### config.mk
export PLATFORM = sky130hd
export DESIGN_NAME = firmware_image_chunk_assembler
export DESIGN_NICKNAME = d
export VERILOG_FILES = /design/src/hdl/fica_pkg.sv /design/src/hdl/fica_core.sv /design/src/hdl/fica_out_buf.sv /design/src/hdl/firmware_image_chunk_assembler.sv
export SDC_FILE = /design/constraint.sdc
export NUM_CORES = 1
export LEC_CHECK = 0
export BUFFER_PORTS_ARGS = -buffer_cell sky130_fd_sc_hd__buf_2
export CORE_MARGIN = 2
export CORE_UTILIZATION = 55
export DETAILED_ROUTE_END_ITERATION = 10
export HOLD_SLACK_MARGIN = 0.15
export PLACE_DENSITY = 0.77
export SLEW_MARGIN = 20
export SYNTH_ARGS = -nofsm -noshare
export SYNTH_HDL_FRONTEND = slang
export SYNTH_HIERARCHICAL = 1
export SYNTH_SLANG_ARGS = --single-unit
export TNS_END_PERCENT = 50
### constraint.sdc
create_clock -name clk -period 12.6 [get_ports clk]
set_input_delay 2.52 -clock clk [delete_from_list [all_inputs] [get_ports clk]]
set_output_delay 2.52 -clock clk [all_outputs]
set_load 0.02 [all_outputs]
### src/hdl/fica_pkg.sv
`timescale 1ns / 1ps

package fica_pkg;

	localparam int CFG_W           = 21;
	localparam int CNT_W           = CFG_W + 1;
	localparam int OFF_W           = 20;
	localparam int QUAD_BYTES      = 16;
	localparam int DEF_STAGE_BYTES = 16;
	localparam int DEF_BANK_BYTES  = 1048576;
	localparam logic [CFG_W-1:0] MAX_IMAGE_RESET = 21'h100000;
	localparam logic [7:0] PAD_BYTE = 8'hFF;

	typedef enum logic [2:0] {
		OP_BEGIN    = 3'd0,
		OP_HEADER   = 3'd1,
		OP_DATA     = 3'd2,
		OP_COMMIT   = 3'd3,
		OP_ABORT    = 3'd4,
		OP_ACTIVATE = 3'd5
	} op_t;

	typedef enum logic [1:0] {
		KIND_REPLY = 2'd0,
		KIND_WRITE = 2'd1,
		KIND_SWAP  = 2'd2
	} kind_t;

	typedef enum logic [2:0] {
		ST_OK        = 3'd0,
		ST_NOT_READY = 3'd1,
		ST_TOO_BIG   = 3'd2,
		ST_BAD_SEQ   = 3'd3,
		ST_FLASH_ERR = 3'd4,
		ST_HASH_ERR  = 3'd5
	} status_t;

	typedef struct packed {
		op_t         operation;
		logic [31:0] image_length;
		logic [31:0] chunk_offset;
		logic [7:0]  data_byte;
		logic        chunk_last;
		logic        flash_fail;
		logic        digest_match;
	} item_t;

	typedef struct packed {
		kind_t            kind;
		status_t          status;
		logic [CFG_W-1:0] ack_cursor;
		logic [OFF_W-1:0] write_offset;
		logic [63:0]      write_low;
		logic [63:0]      write_high;
		logic             last;
	} result_t;

	// Results of one item: count is 0, 1 or 2.
	typedef struct packed {
		logic [1:0] count;
		result_t    first;
		result_t    second;
	} step_t;

	function automatic result_t mk_reply(status_t s);
		result_t r;
		r        = '0;
		r.kind   = KIND_REPLY;
		r.status = s;
		return r;
	endfunction

endpackage

### src/hdl/fica_core.sv
`timescale 1ns / 1ps

module fica_core #(
	parameter int STAGE_BYTES = fica_pkg::DEF_STAGE_BYTES,
	parameter int BANK_BYTES  = fica_pkg::DEF_BANK_BYTES
) (
	input  logic                       clk,
	input  logic                       arst_n,
	input  logic                       cfg_we,
	input  logic [fica_pkg::CFG_W-1:0] cfg_data,
	input  logic                       go,
	input  fica_pkg::item_t            item,
	output fica_pkg::step_t            step
);

	localparam int CW   = fica_pkg::CFG_W;
	localparam int NW   = fica_pkg::CNT_W;
	localparam int OW   = fica_pkg::OFF_W;
	localparam int QB   = fica_pkg::QUAD_BYTES;
	localparam int SC_W = $clog2(STAGE_BYTES + 1);
	localparam int SI_W = $clog2(STAGE_BYTES);
	localparam int NOUT = (STAGE_BYTES < QB) ? STAGE_BYTES : QB;
	localparam logic [SC_W-1:0] STAGE_FULL = SC_W'(STAGE_BYTES);

	logic [CW-1:0]   max_q;
	logic            sess_q, ver_q, open_q;
	logic [CW-1:0]   img_q;
	logic [NW-1:0]   prog_q;
	logic [SC_W-1:0] cnt_q;
	logic [7:0]      buf_q [STAGE_BYTES];

	logic            sess_d, ver_d, open_d;
	logic [CW-1:0]   img_d;
	logic [NW-1:0]   prog_d;
	logic [SC_W-1:0] cnt_d, cnt_inc;
	logic [7:0]      buf_d [STAGE_BYTES];

	logic [CW-1:0]   limit;
	logic [NW-1:0]   cursor, cursor_new;
	logic            emit_wr, emit_rep, emit_swap, dead;
	fica_pkg::status_t rep_status;
	fica_pkg::result_t rep_r, wr_r, swap_r;
	logic [8*QB-1:0] quad;

	assign limit = (32'(max_q) < 32'(BANK_BYTES)) ? max_q : CW'(BANK_BYTES);
	assign cursor = prog_q + NW'(cnt_q);
	assign cnt_inc = cnt_q + SC_W'(1);

	always_comb begin
		sess_d     = sess_q;
		ver_d      = ver_q;
		open_d     = open_q;
		img_d      = img_q;
		prog_d     = prog_q;
		cnt_d      = cnt_q;
		buf_d      = buf_q;
		emit_wr    = 1'b0;
		emit_rep   = 1'b0;
		emit_swap  = 1'b0;
		dead       = 1'b0;
		rep_status = fica_pkg::ST_OK;

		unique case (item.operation)
			fica_pkg::OP_BEGIN: begin
				emit_rep = 1'b1;
				if (item.image_length == 32'd0 || item.image_length > 32'(limit)) begin
					rep_status = fica_pkg::ST_TOO_BIG;
				end else if (item.flash_fail) begin
					sess_d     = 1'b0;
					ver_d      = 1'b0;
					open_d     = 1'b0;
					rep_status = fica_pkg::ST_FLASH_ERR;
				end else begin
					sess_d = 1'b1;
					ver_d  = 1'b0;
					open_d = 1'b0;
					img_d  = item.image_length[CW-1:0];
					prog_d = '0;
					cnt_d  = '0;
				end
			end
			fica_pkg::OP_HEADER: begin
				open_d = 1'b0;
				if (!sess_q) begin
					emit_rep   = 1'b1;
					rep_status = fica_pkg::ST_NOT_READY;
				end else if (item.chunk_offset < 32'(cursor)) begin
					// Duplicate chunk: acknowledge the cursor again and drop it.
					emit_rep = 1'b1;
				end else if (item.chunk_offset > 32'(cursor)) begin
					emit_rep   = 1'b1;
					rep_status = fica_pkg::ST_BAD_SEQ;
				end else begin
					open_d = 1'b1;
				end
			end
			fica_pkg::OP_DATA: begin
				if (open_q && sess_q) begin
					// Bytes beyond the declared length are dropped silently.
					if (cursor < NW'(img_q) && cnt_q < STAGE_FULL) begin
						buf_d[cnt_q[SI_W-1:0]] = item.data_byte;
						cnt_d = cnt_inc;
						if (cnt_inc == STAGE_FULL) begin
							emit_wr = 1'b1;
							cnt_d   = '0;
							if (item.flash_fail) begin
								sess_d     = 1'b0;
								ver_d      = 1'b0;
								open_d     = 1'b0;
								emit_rep   = 1'b1;
								rep_status = fica_pkg::ST_FLASH_ERR;
								dead       = 1'b1;
							end else begin
								prog_d = prog_q + NW'(STAGE_BYTES);
							end
						end
					end
					if (!dead && item.chunk_last) begin
						emit_rep = 1'b1;
						open_d   = 1'b0;
					end
				end
			end
			fica_pkg::OP_COMMIT: begin
				open_d   = 1'b0;
				emit_rep = 1'b1;
				if (!sess_q) begin
					rep_status = fica_pkg::ST_NOT_READY;
				end else begin
					if (cnt_q != '0) begin
						for (int i = 0; i < STAGE_BYTES; i++) begin
							if (SC_W'(i) >= cnt_q) begin
								buf_d[i] = fica_pkg::PAD_BYTE;
							end
						end
						emit_wr = 1'b1;
						cnt_d   = '0;
						if (item.flash_fail) begin
							sess_d     = 1'b0;
							ver_d      = 1'b0;
							rep_status = fica_pkg::ST_FLASH_ERR;
							dead       = 1'b1;
						end else begin
							prog_d = prog_q + NW'(STAGE_BYTES);
						end
					end
					if (!dead) begin
						if (prog_d < NW'(img_q)) begin
							rep_status = fica_pkg::ST_BAD_SEQ;
						end else if (!item.digest_match) begin
							sess_d     = 1'b0;
							ver_d      = 1'b0;
							rep_status = fica_pkg::ST_HASH_ERR;
						end else begin
							ver_d = 1'b1;
						end
					end
				end
			end
			fica_pkg::OP_ABORT: begin
				sess_d   = 1'b0;
				ver_d    = 1'b0;
				open_d   = 1'b0;
				cnt_d    = '0;
				emit_rep = 1'b1;
			end
			fica_pkg::OP_ACTIVATE: begin
				if (ver_q) begin
					sess_d    = 1'b0;
					ver_d     = 1'b0;
					open_d    = 1'b0;
					emit_swap = 1'b1;
				end else begin
					emit_rep   = 1'b1;
					rep_status = fica_pkg::ST_NOT_READY;
				end
			end
			default: begin
			end
		endcase
	end

	// Every reply reports the cursor as it stands after the item.
	assign cursor_new = prog_d + NW'(cnt_d);

	always_comb begin
		quad = '0;
		for (int i = 0; i < NOUT; i++) begin
			quad[i*8 +: 8] = buf_d[i];
		end
	end

	always_comb begin
		rep_r            = fica_pkg::mk_reply(rep_status);
		rep_r.ack_cursor = cursor_new[CW-1:0];

		wr_r              = '0;
		wr_r.kind         = fica_pkg::KIND_WRITE;
		wr_r.write_offset = prog_q[OW-1:0];
		wr_r.write_low    = quad[63:0];
		wr_r.write_high   = quad[127:64];

		swap_r      = '0;
		swap_r.kind = fica_pkg::KIND_SWAP;

		step = '0;
		if (emit_swap) begin
			step.count = 2'd1;
			step.first = swap_r;
		end else if (emit_wr) begin
			step.first = wr_r;
			if (emit_rep) begin
				step.count  = 2'd2;
				step.second = rep_r;
			end else begin
				step.count = 2'd1;
			end
		end else if (emit_rep) begin
			step.count = 2'd1;
			step.first = rep_r;
		end

		if (step.count == 2'd2) begin
			step.second.last = 1'b1;
		end else if (step.count == 2'd1) begin
			step.first.last = 1'b1;
		end
	end

	always_ff @(posedge clk or negedge arst_n) begin
		if (!arst_n) begin
			max_q  <= fica_pkg::MAX_IMAGE_RESET;
			sess_q <= 1'b0;
			ver_q  <= 1'b0;
			open_q <= 1'b0;
			img_q  <= '0;
			prog_q <= '0;
			cnt_q  <= '0;
		end else begin
			if (cfg_we) begin
				max_q <= cfg_data;
			end
			if (go) begin
				sess_q <= sess_d;
				ver_q  <= ver_d;
				open_q <= open_d;
				img_q  <= img_d;
				prog_q <= prog_d;
				cnt_q  <= cnt_d;
			end
		end
	end

	always_ff @(posedge clk) begin
		if (go) begin
			buf_q <= buf_d;
		end
	end

endmodule

### src/hdl/fica_out_buf.sv
`timescale 1ns / 1ps

module fica_out_buf (
	input  logic              clk,
	input  logic              arst_n,
	input  logic              load,
	input  fica_pkg::step_t   step,
	output logic              free,
	output logic              valid,
	input  logic              stall,
	output fica_pkg::result_t result
);

	logic [1:0]        cnt_q;
	fica_pkg::result_t head_q, tail_q;
	logic              pop;

	assign valid  = (cnt_q != 2'd0);
	assign result = head_q;
	assign pop    = valid && !stall;
	// A new item may load when no beat is held or the last held beat leaves in this cycle.
	assign free   = (cnt_q == 2'd0) || (cnt_q == 2'd1 && !stall);

	always_ff @(posedge clk or negedge arst_n) begin
		if (!arst_n) begin
			cnt_q <= 2'd0;
		end else if (load) begin
			cnt_q <= step.count;
		end else if (pop) begin
			cnt_q <= cnt_q - 2'd1;
		end
	end

	always_ff @(posedge clk) begin
		if (load) begin
			head_q <= step.first;
			tail_q <= step.second;
		end else if (pop && cnt_q == 2'd2) begin
			head_q <= tail_q;
		end
	end

endmodule

### src/hdl/firmware_image_chunk_assembler.sv
`timescale 1ns / 1ps

// Firmware image chunk assembler. Takes one command beat per cycle unless the
// input stalls (begin, chunk header, data byte, commit, abort, activate) and
// answers with status replies, 16-byte flash write beats and a bank swap
// request. A beat passes through an input register, is decided against the
// session state, and its result beats are loaded into the result register. An
// item yields at most two result beats; the result register shows one beat per
// cycle unless the result side stalls, so a two-beat item holds the input until
// its second beat leaves, and any other item sustains one item per cycle. The
// max image length register is written via the cfg channel, which is always ready.
module firmware_image_chunk_assembler #(
	parameter int STAGE_BYTES = fica_pkg::DEF_STAGE_BYTES,
	parameter int BANK_BYTES  = fica_pkg::DEF_BANK_BYTES
) (
	input  logic                       clk,
	input  logic                       arst_n,
	input  logic                       item_valid,
	output logic                       item_stall,
	input  fica_pkg::item_t            item,
	output logic                       result_valid,
	input  logic                       result_stall,
	output fica_pkg::result_t          result,
	input  logic                       cfg_valid,
	output logic                       cfg_ready,
	input  logic [fica_pkg::CFG_W-1:0] cfg_data
);

	logic            valid_s1;
	fica_pkg::item_t item_s1;
	logic            free;
	logic            go;
	fica_pkg::step_t step;

	assign cfg_ready  = 1'b1;
	assign go         = valid_s1 && free;
	assign item_stall = valid_s1 && !free;

	always_ff @(posedge clk or negedge arst_n) begin
		if (!arst_n) begin
			valid_s1 <= 1'b0;
		end else if (item_valid && !item_stall) begin
			valid_s1 <= 1'b1;
		end else if (go) begin
			valid_s1 <= 1'b0;
		end
	end

	always_ff @(posedge clk) begin
		if (item_valid && !item_stall) begin
			item_s1 <= item;
		end
	end

	fica_core #(
		.STAGE_BYTES(STAGE_BYTES),
		.BANK_BYTES (BANK_BYTES)
	) u_core (
		.clk     (clk),
		.arst_n  (arst_n),
		.cfg_we  (cfg_valid && cfg_ready),
		.cfg_data(cfg_data),
		.go      (go),
		.item    (item_s1),
		.step    (step)
	);

	fica_out_buf u_out_buf (
		.clk   (clk),
		.arst_n(arst_n),
		.load  (go),
		.step  (step),
		.free  (free),
		.valid (result_valid),
		.stall (result_stall),
		.result(result)
	);

`ifndef SYNTH
	// Only the final beat of an item carries last.
	a_two_last: assert property (@(posedge clk) disable iff (!arst_n)
		go && step.count == 2'd2 |-> !step.first.last && step.second.last)
		else $error("two-beat item has wrong last marking");

	a_one_last: assert property (@(posedge clk) disable iff (!arst_n)
		go && step.count == 2'd1 |-> step.first.last)
		else $error("single-beat item lacks last");

	a_stall_held: assert property (@(posedge clk) disable iff (!arst_n)
		item_stall |-> valid_s1)
		else $error("input stalled with an empty input register");

	a_swap_clean: assert property (@(posedge clk) disable iff (!arst_n)
		result_valid && result.kind == fica_pkg::KIND_SWAP |->
			result.ack_cursor == '0 && result.last)
		else $error("bank swap beat carries stray fields");
`endif

endmodule
# == Yosys cells after proc, flatten, opt, wreduce, memory -nomap -nowiden ==
# Index checks and enable logic that the tools add are counted.
# word_totals
ff_bits,631
input_bits,104
# classes
n_addsub,5
order_cmp,25
eq_ne,20
muxes,126
n_bitwise,5
n_reduce_logical,36
# ops
op,count
$mux 128,4
$mux 177,2
$mux 175,2
$pmux 128 s2,1
$mux 22,10
$mux 176,1
$mux 8,17
$bwmux 128,1
$pmux 22 s3,1
$mux 1,55
$lt 22x21->1,2
$ge 4x5->1 const A,8
$mux 3,12
$mux 5,7
$demux 8 s4,1
$gt 32x21->1,1
$gt 32x22->1,1
$logic_not 32->1,1
$lt 32x22->1,1
$add 22x5->22,1
$add 22x5->22 const B,1
$add 21x5->21,1
$lt 21x21->1 const B,1
$mux 21,1
39 further kinds,84

# == Longest topological paths before layout ==
# Gate-level depths: netlist of run 1.
# depth
depth_word,18
ltp_mapped,30

# == Hierarchy ==
# The synthesis of run 1 kept the hierarchy.
# by_module_without_submodules
mod,n_inst,cells_each,area_per_inst_um2
fica_core,1,2140,17615.6
fica_out_buf,1,564,12773.5
firmware_image_chunk_assembler,1,86,2417.3

# == Worst setup path after synthesis of run 1 ==
# No wires, ideal clock.
# synth_path
kind,input-to-reg
startpoint,input result_stall
endpoint,"register u_out_buf.head_q, in the netlist u_out_buf/result[0], enable pin"
setup_ps,534
arrival_time_ps,14448
required_time_ps,12066
path_slack_ps,-2382
cell_stages,5
cell_sequence,o21ai_0 and2_1 buf_2 buf_2 a21o_1
# synth_between
elab_chain_cells,5
# synth_rtl
element,line_no,rtl
start: declaration,firmware_image_chunk_assembler.sv:22,"input logic result_stall,"
$logic_not 1->1,fica_out_buf.sv:22,assign free = (cnt_q == 2'd0) || (cnt_q == 2'd1 && !stall);
$logic_and 1x1->1,fica_out_buf.sv:22,
$logic_or 1x1->1,fica_out_buf.sv:22,
$logic_and 1x1->1,firmware_image_chunk_assembler.sv:36,assign go = valid_s1 && free;
named net go,firmware_image_chunk_assembler.sv:32,logic go;
$reduce_bool 2->1 (no source line),n/a,
end signal: assignment,fica_out_buf.sv:36,head_q <= step.first;
end signal: assignment,fica_out_buf.sv:39,head_q <= tail_q;
end: declaration,fica_out_buf.sv:15,"fica_pkg::result_t head_q, tail_q;"
# The timed path passes the listed nets, and every way through them passes these cells.
# A chain may end at the register's enable or synchronous reset.

==> results of run 1 <==
-- metrics by stage --
step	hold slack [ns]	cells	setup WS, ns	util [%]
3_3_place_gp	0.486	3722	4.84	58.1
6_report	0.506	3844	4.80	61.8
2_1_floorplan	0.473	2939	1.23	-
4_1_cts	0.506	3843	4.98	61.8
3_5_place_dp	0.494	3722	5.03	58.1
5_1_grt	0.527	3844	4.30	61.8
-- logic make-up (layout without fill, tap and decap cells) --
| logic type | count (synthesis) | count (layout) | synth area share (%) |
|---|---|---|---|
| multiplexers | 229 | 229 | 7.84 |
| AO/OA/AOI/OAI | 619 | 619 | 12.1 |
| AND/OR/NAND/NOR | 775 | 775 | 11.7 |
| flip-flops | 631 | 631 | 56.6 |
| buffers and inverters | 381 | 512 | 6.31 |
| adder cells (fa/ha/maj) | 108 | 108 | 4.16 |
| XOR/XNOR | 45 | 45 | 1.22 |
| other | 2 | 152 | 0.0229 |
-- path summary, 6_finish.rpt --
check / start / endpoint / slack (ns) / cells after the start
max in group asynchronous: arst_n / valid_s1 / 9.68 / 2
max reg2reg: u_core/cnt_q[2] / u_out_buf/result[163] / 4.80 / 26
min reg2reg: u_core/img_q[15] / u_core/img_q[15] / 0.51 / 1
min in group asynchronous: arst_n / u_core/max_q[5] / 1.87 / 1
max: u_core/cnt_q[2] / u_out_buf/result[163] / 4.80 / 26
min: u_core/img_q[15] / u_core/img_q[15] / 0.51 / 1
-- per-layer routing --
layer,part of all wire [%],vias to the layer above,global-route usage (%)
met2,47,1163,45.2
met4,3.9,0,12.5
met5,0,-,0
met1,41,11300,38.6
met3,8.5,197,5.20
li1,-,10500,-
-- cells in the mapped netlist (29+ instances only) --
cell / instances / area, sq um
nor3_1: 43 / 215
and2_1: 91 / 569
a31oi_1: 41 / 257
a22o_1: 61 / 534
nor2_1: 240 / 901
ha_1: 106 / 1330
a21o_1: 50 / 375
inv_1: 74 / 278
o21ai_0: 127 / 636
mux2_2: 213 / 2400
nand3_1: 31 / 155
edfxtp_1: 556 / 16700
clkbuf_1: 109 / 409
a21oi_1: 194 / 971
dfrtp_1: 74 / 1850
nand2_1: 193 / 724
buf_4: 162 / 1220
xnor2_1: 29 / 254
-- sequential cells by signal, summed over array words and instances, names as in the netlist --
signal            count
item_s1              78
u_core/ver_q          1
u_core/buf_q        128
u_out_buf/result    175
u_core/max_q         21
u_core/sess_q         1
u_core/cnt_q          5
valid_s1              1
u_core/open_q         1
u_out_buf/cnt_q       2
u_core/prog_q        22
u_out_buf/tail_q    175
u_core/img_q         21
-- cell type report --
cell class	instances	area, sq um	share of cell area (%)
Antenna cell	1	2.50	0.00686
Multi-Input combinational cell	1927	12800	35.1
Clock buffer	85	1800	4.92
Sequential cell	631	18600	50.9
Inverter	76	285	0.782
Timing Repair Buffer	315	1680	4.60
Tap cell	773	967	2.65
Clock inverter	36	379	1.04
-- power by group through the flow --
stage          clock [mW]  sequential, mW  combinational (mW)
6_report             1.97            3.91                3.06
5_1_grt              2.08            4.00                3.30
4_1_cts              2.00            3.91                3.04
3_5_place_dp            0            3.93                3.01
3_3_place_gp            0            3.89                2.93
2_1_floorplan           0            4.26                1.80
==> out/qor.yml, run 1 <==
slew_headroom_pct: 24.6
synth_area_per_cell_sq_um: 11.8
initial_utilization_pct: 55.6
gp_congestion: 0.941
clock_latency_ns: 0.63
netSwitchingFraction_pct: 36.4
cts_root_buf: "clkbuf_16"
rsz0062_at_grt: "false"
route.detailed.drc: 0
antenna_found_initial: 1
drtAntennaViolNets: 0
final_area_sq_um: 36500
hpwl_mm: 60.9
grt_max_degree: 201
die-area_sq_um: 61600
cts.clk_slew.worst_paths_ns: 0.06
outcome: "finished, final reports clean"
synth_cell_types: 95
via_count: 23200
synth_edf_count: 556
htreeDepth: 3
vias_per_cell: 6.03
seq_area_frac_synth_pct: 56.6
io_pins: 282
nFillCells: 4593
final_common_cell: "edfxtp_1"
hold_violations: 0
cap_violations: 0
coreArea_sq_um: 59000
p_int_mw: 5.69
cts_setup_buffers: 0
p_comb_share_pct: 34.2
wl_mm: 88.3
slowest_delay_ns: 0.83
power.density_nw_per_um2: 245
dr.pass1.iters: 6
p_seq_share_pct: 43.8
yosys_register_bits: 631
fmaxAchievable_mhz: 128
period_share_pct: 61.9
synth_top_flop_cell: "edfxtp_1"
netlist_area_sq_um: 32800
area_delta_synth_final_pct: 11.2
synthCells: 2790
crit_buf_inv: 1
initialDrtViolationCount: 2612
power_mw: 8.94
grt_pass1_vias: 22900
max-vdd-ir-drop_mv: 0.270
leakagePower_nw: 14.3
dieHeight_microns: 248
end_kind: "register"
cts_buffers: 67
cts_tree: "done"
p_clk_share_pct: 22.0
cp_top_family: "compound AO/OA/AOI/OAI gates"
cp_slowest_cell: "dfrtp_1"
grt_overflow: 0
critPathLaunchType: "register"
setup.worst_path.class: "reg2reg"
row_count: 89
fin_nets: 3230
arrival_ns: 8.16
io_buffers: 280
cts_resized: 0
hp-class: "reg2reg"
async_flop_share_pct: 11.9
worst_slew_pin_slew_ns: 1.13
required_ns: 12.96
avgRoutedWirePerCell_microns: 23.0
clkSinkCount: 631
tns_ns: 0
cts_max_path_buffers: 3
grt_pass1_wl_mm: 133
die_x_microns: 248
p_sw_mw: 3.25
yosys_warnings: 6
hold_buffers: 0
critPathMaxFanout: 22
grt_usage_pct: 28.5
skew_ns: 0.0256
fin_crit_ns: 7.80
mostFrequentLayoutCells: "556 x edfxtp_1, 279 x buf_2, 238 x nor2_1, 213 x mux2_2, 194 x a21oi_1"
setup_violations: 0
drive_gt1_share_pct: 21.7
place_area_sq_um: 34300
maxSlewViolCount: 0
(Power assumes the default switching activity.)
==> inputs of run 2 (changes only) <==
CORE_UTILIZATION = 57   (was 55)
clock period = 7.66 ns   (was 12.6 ns; I/O delays follow)
==> out/qor.yml, run 2 (synthesis gave the netlist of run 1 again) <==
initialDrtViolationCount: 2605
cts_buffers: 68
io_pins: 282
initial_utilization_pct: 58.0
antenna_found_initial: 1
reg2reg_setup_slack_ns: 0.57
clkSinkCount: 631
worst_slew_pin_slew_ns: 1.17
hpwl_mm: 60.8
route.detailed.drc: 0
power.density_nw_per_um2: 405
rsz0062_at_grt: "false"
cts_max_path_buffers: 3
cts_root_buf: "clkbuf_16"
maxSlewViolCount: 0
crit_buf_inv: 3
min_to: "u_core/max_q[8]"
r2r_cells: 28
area_delta_synth_final_pct: 11.7
die-area_sq_um: 59500
grt_max_degree: 197
reg2reg_to: "u_out_buf/result[166]"
avgRoutedWirePerCell_microns: 23.0
period_share_pct: 92.5
outcome: "finished, final reports clean"
final_util_pct: 64.7
vias_per_cell: 6.08
cap_violations: 0
r2r-start: "u_core/cnt_q[0]"
gp_congestion: 0.972
via_count: 23400
htreeDepth: 3
required_ns: 8.02
cts.clk_slew.worst_paths_ns: 0.06
dieHeight_microns: 244
fmaxAchievable_mhz: 141
hp-class: "reg2reg"
grt_usage_pct: 29.4
grt_pass1_vias: 22700
final_common_cell: "edfxtp_1"
arrival_ns: 7.45
wl_mm: 88.3
clock_latency_ns: 0.62
grt_pass1_wl_mm: 135
mostFrequentLayoutCells: "556 x edfxtp_1, 280 x buf_2, 238 x nor2_1, 213 x mux2_2, 194 x a21oi_1"
drtAntennaViolNets: 0
die_x_microns: 244
hold_path_depth: 1
end_kind: "register"
hold_buffers: 0
place_area_sq_um: 34300
fin_nets: 3240
critPathMaxFanout: 15
skew_ns: 0.0228
drive_gt1_share_pct: 22.1
grt_overflow: 0
max-vdd-ir-drop_mv: 0.769
final_area_sq_um: 36600
coreArea_sq_um: 56600
setup.worst_path.class: "reg2reg"
cp_slowest_cell: "dfrtp_1"
cp_top_family: "simple AND/OR/NAND/NOR gates"
critPathLaunchType: "register"
whs_ns: 0.505
power_mw: 14.9
startpoint: "u_core/cnt_q[0]"
leakagePower_nw: 14.4
fin_crit_ns: 7.09
row_count: 87
cts_tree: "done"
setup_violations: 0
dr.pass1.iters: 8
tns_ns: 0
slowest_delay_ns: 0.55
io_buffers: 280
hold_violations: 0
hp-start: "u_core/max_q[8]"
slew_headroom_pct: 22.0
run 2: changes by cell type in the layout (fill, tap and decap cells not counted), moves of 2 or more:
cell / previous run / this run
clkinvlp_4: 2 / 5
bufinv_16: 5 / 8
clkinv_4: 0 / 2
inv_6: 5 / 2
clkbuf_8: 3 / 1
buf_4: 35 / 41
clkinv_2: 8 / 12
clkbuf_1: 14 / 10
run 2: worst max path at each step:
stage	to	slack [ns]	cells past startpoint
final	u_out_buf/result[166]	0.57	28
after global routing	u_out_buf/result[162]	0.07	28
after CTS	u_out_buf/result[163]	0.49	29
after detailed placement	u_out_buf/result[163]	0.53	29
after global placement	u_out_buf/result[169]	0.85	29
after floorplan	u_out_buf/result[0]	0.49	5
run 2: report_power, final:
part,internal (mW),leakage (nW),switching [mW]
combinational,1.76,6.94,3.33
clock,1.96,1.10,1.39
sequential,5.76,6.37,0.655
total,9.48,14.4,5.37
run 2: area by class of cell:
| cell class | count | area [sq um] |
|---|---|---|
| fill | 4262 | 20000 |
| sequential | 631 | 18600 |
| multi-input combinational | 1927 | 12800 |
| clock buffer | 80 | 1780 |
| timing repair buffer | 324 | 1760 |
| tap | 756 | 946 |
| clock inverter | 44 | 500 |
| inverter | 76 | 285 |
| antenna | 1 | 2.50 |
run 2: through the flow:
| stage | setup WS [ns] | instances |
|---|---|---|
| 6_report | 0.573 | 3839 |
| 5_1_grt | 0.0740 | 3838 |
| 4_1_cts | 0.487 | 3838 |
| 3_5_place_dp | 0.535 | 3714 |
| 3_3_place_gp | 0.849 | 3714 |
| 2_1_floorplan | 0.495 | 2939 |
run 2: worst register-to-register path: cells and delay by family (launching register included):
family                   cells  cell delay [ns]
adder cells (fa/ha/maj)      4             1.25
flip-flops                   1             0.55
AND/OR/NAND/NOR             10             2.12
XOR/XNOR                     1             0.16
multiplexers                 2             0.56
AO/OA/AOI/OAI                8             1.65
buffers and inverters        3             0.54
run 2: repair_timing:
item,in CTS,in global routing
setup endpoints to repair,0,7
buffers inserted,0,0
resized for setup,0,1
run 2: layer usage:
layer	global-route usage (%)	vias to the layer above	part of all wire [%]
li1	-	10500	-
met4	10.2	0	3.2
met1	41.0	11500	41
met5	0	-	0
met3	4.84	192	8.4
met2	46.8	1178	47
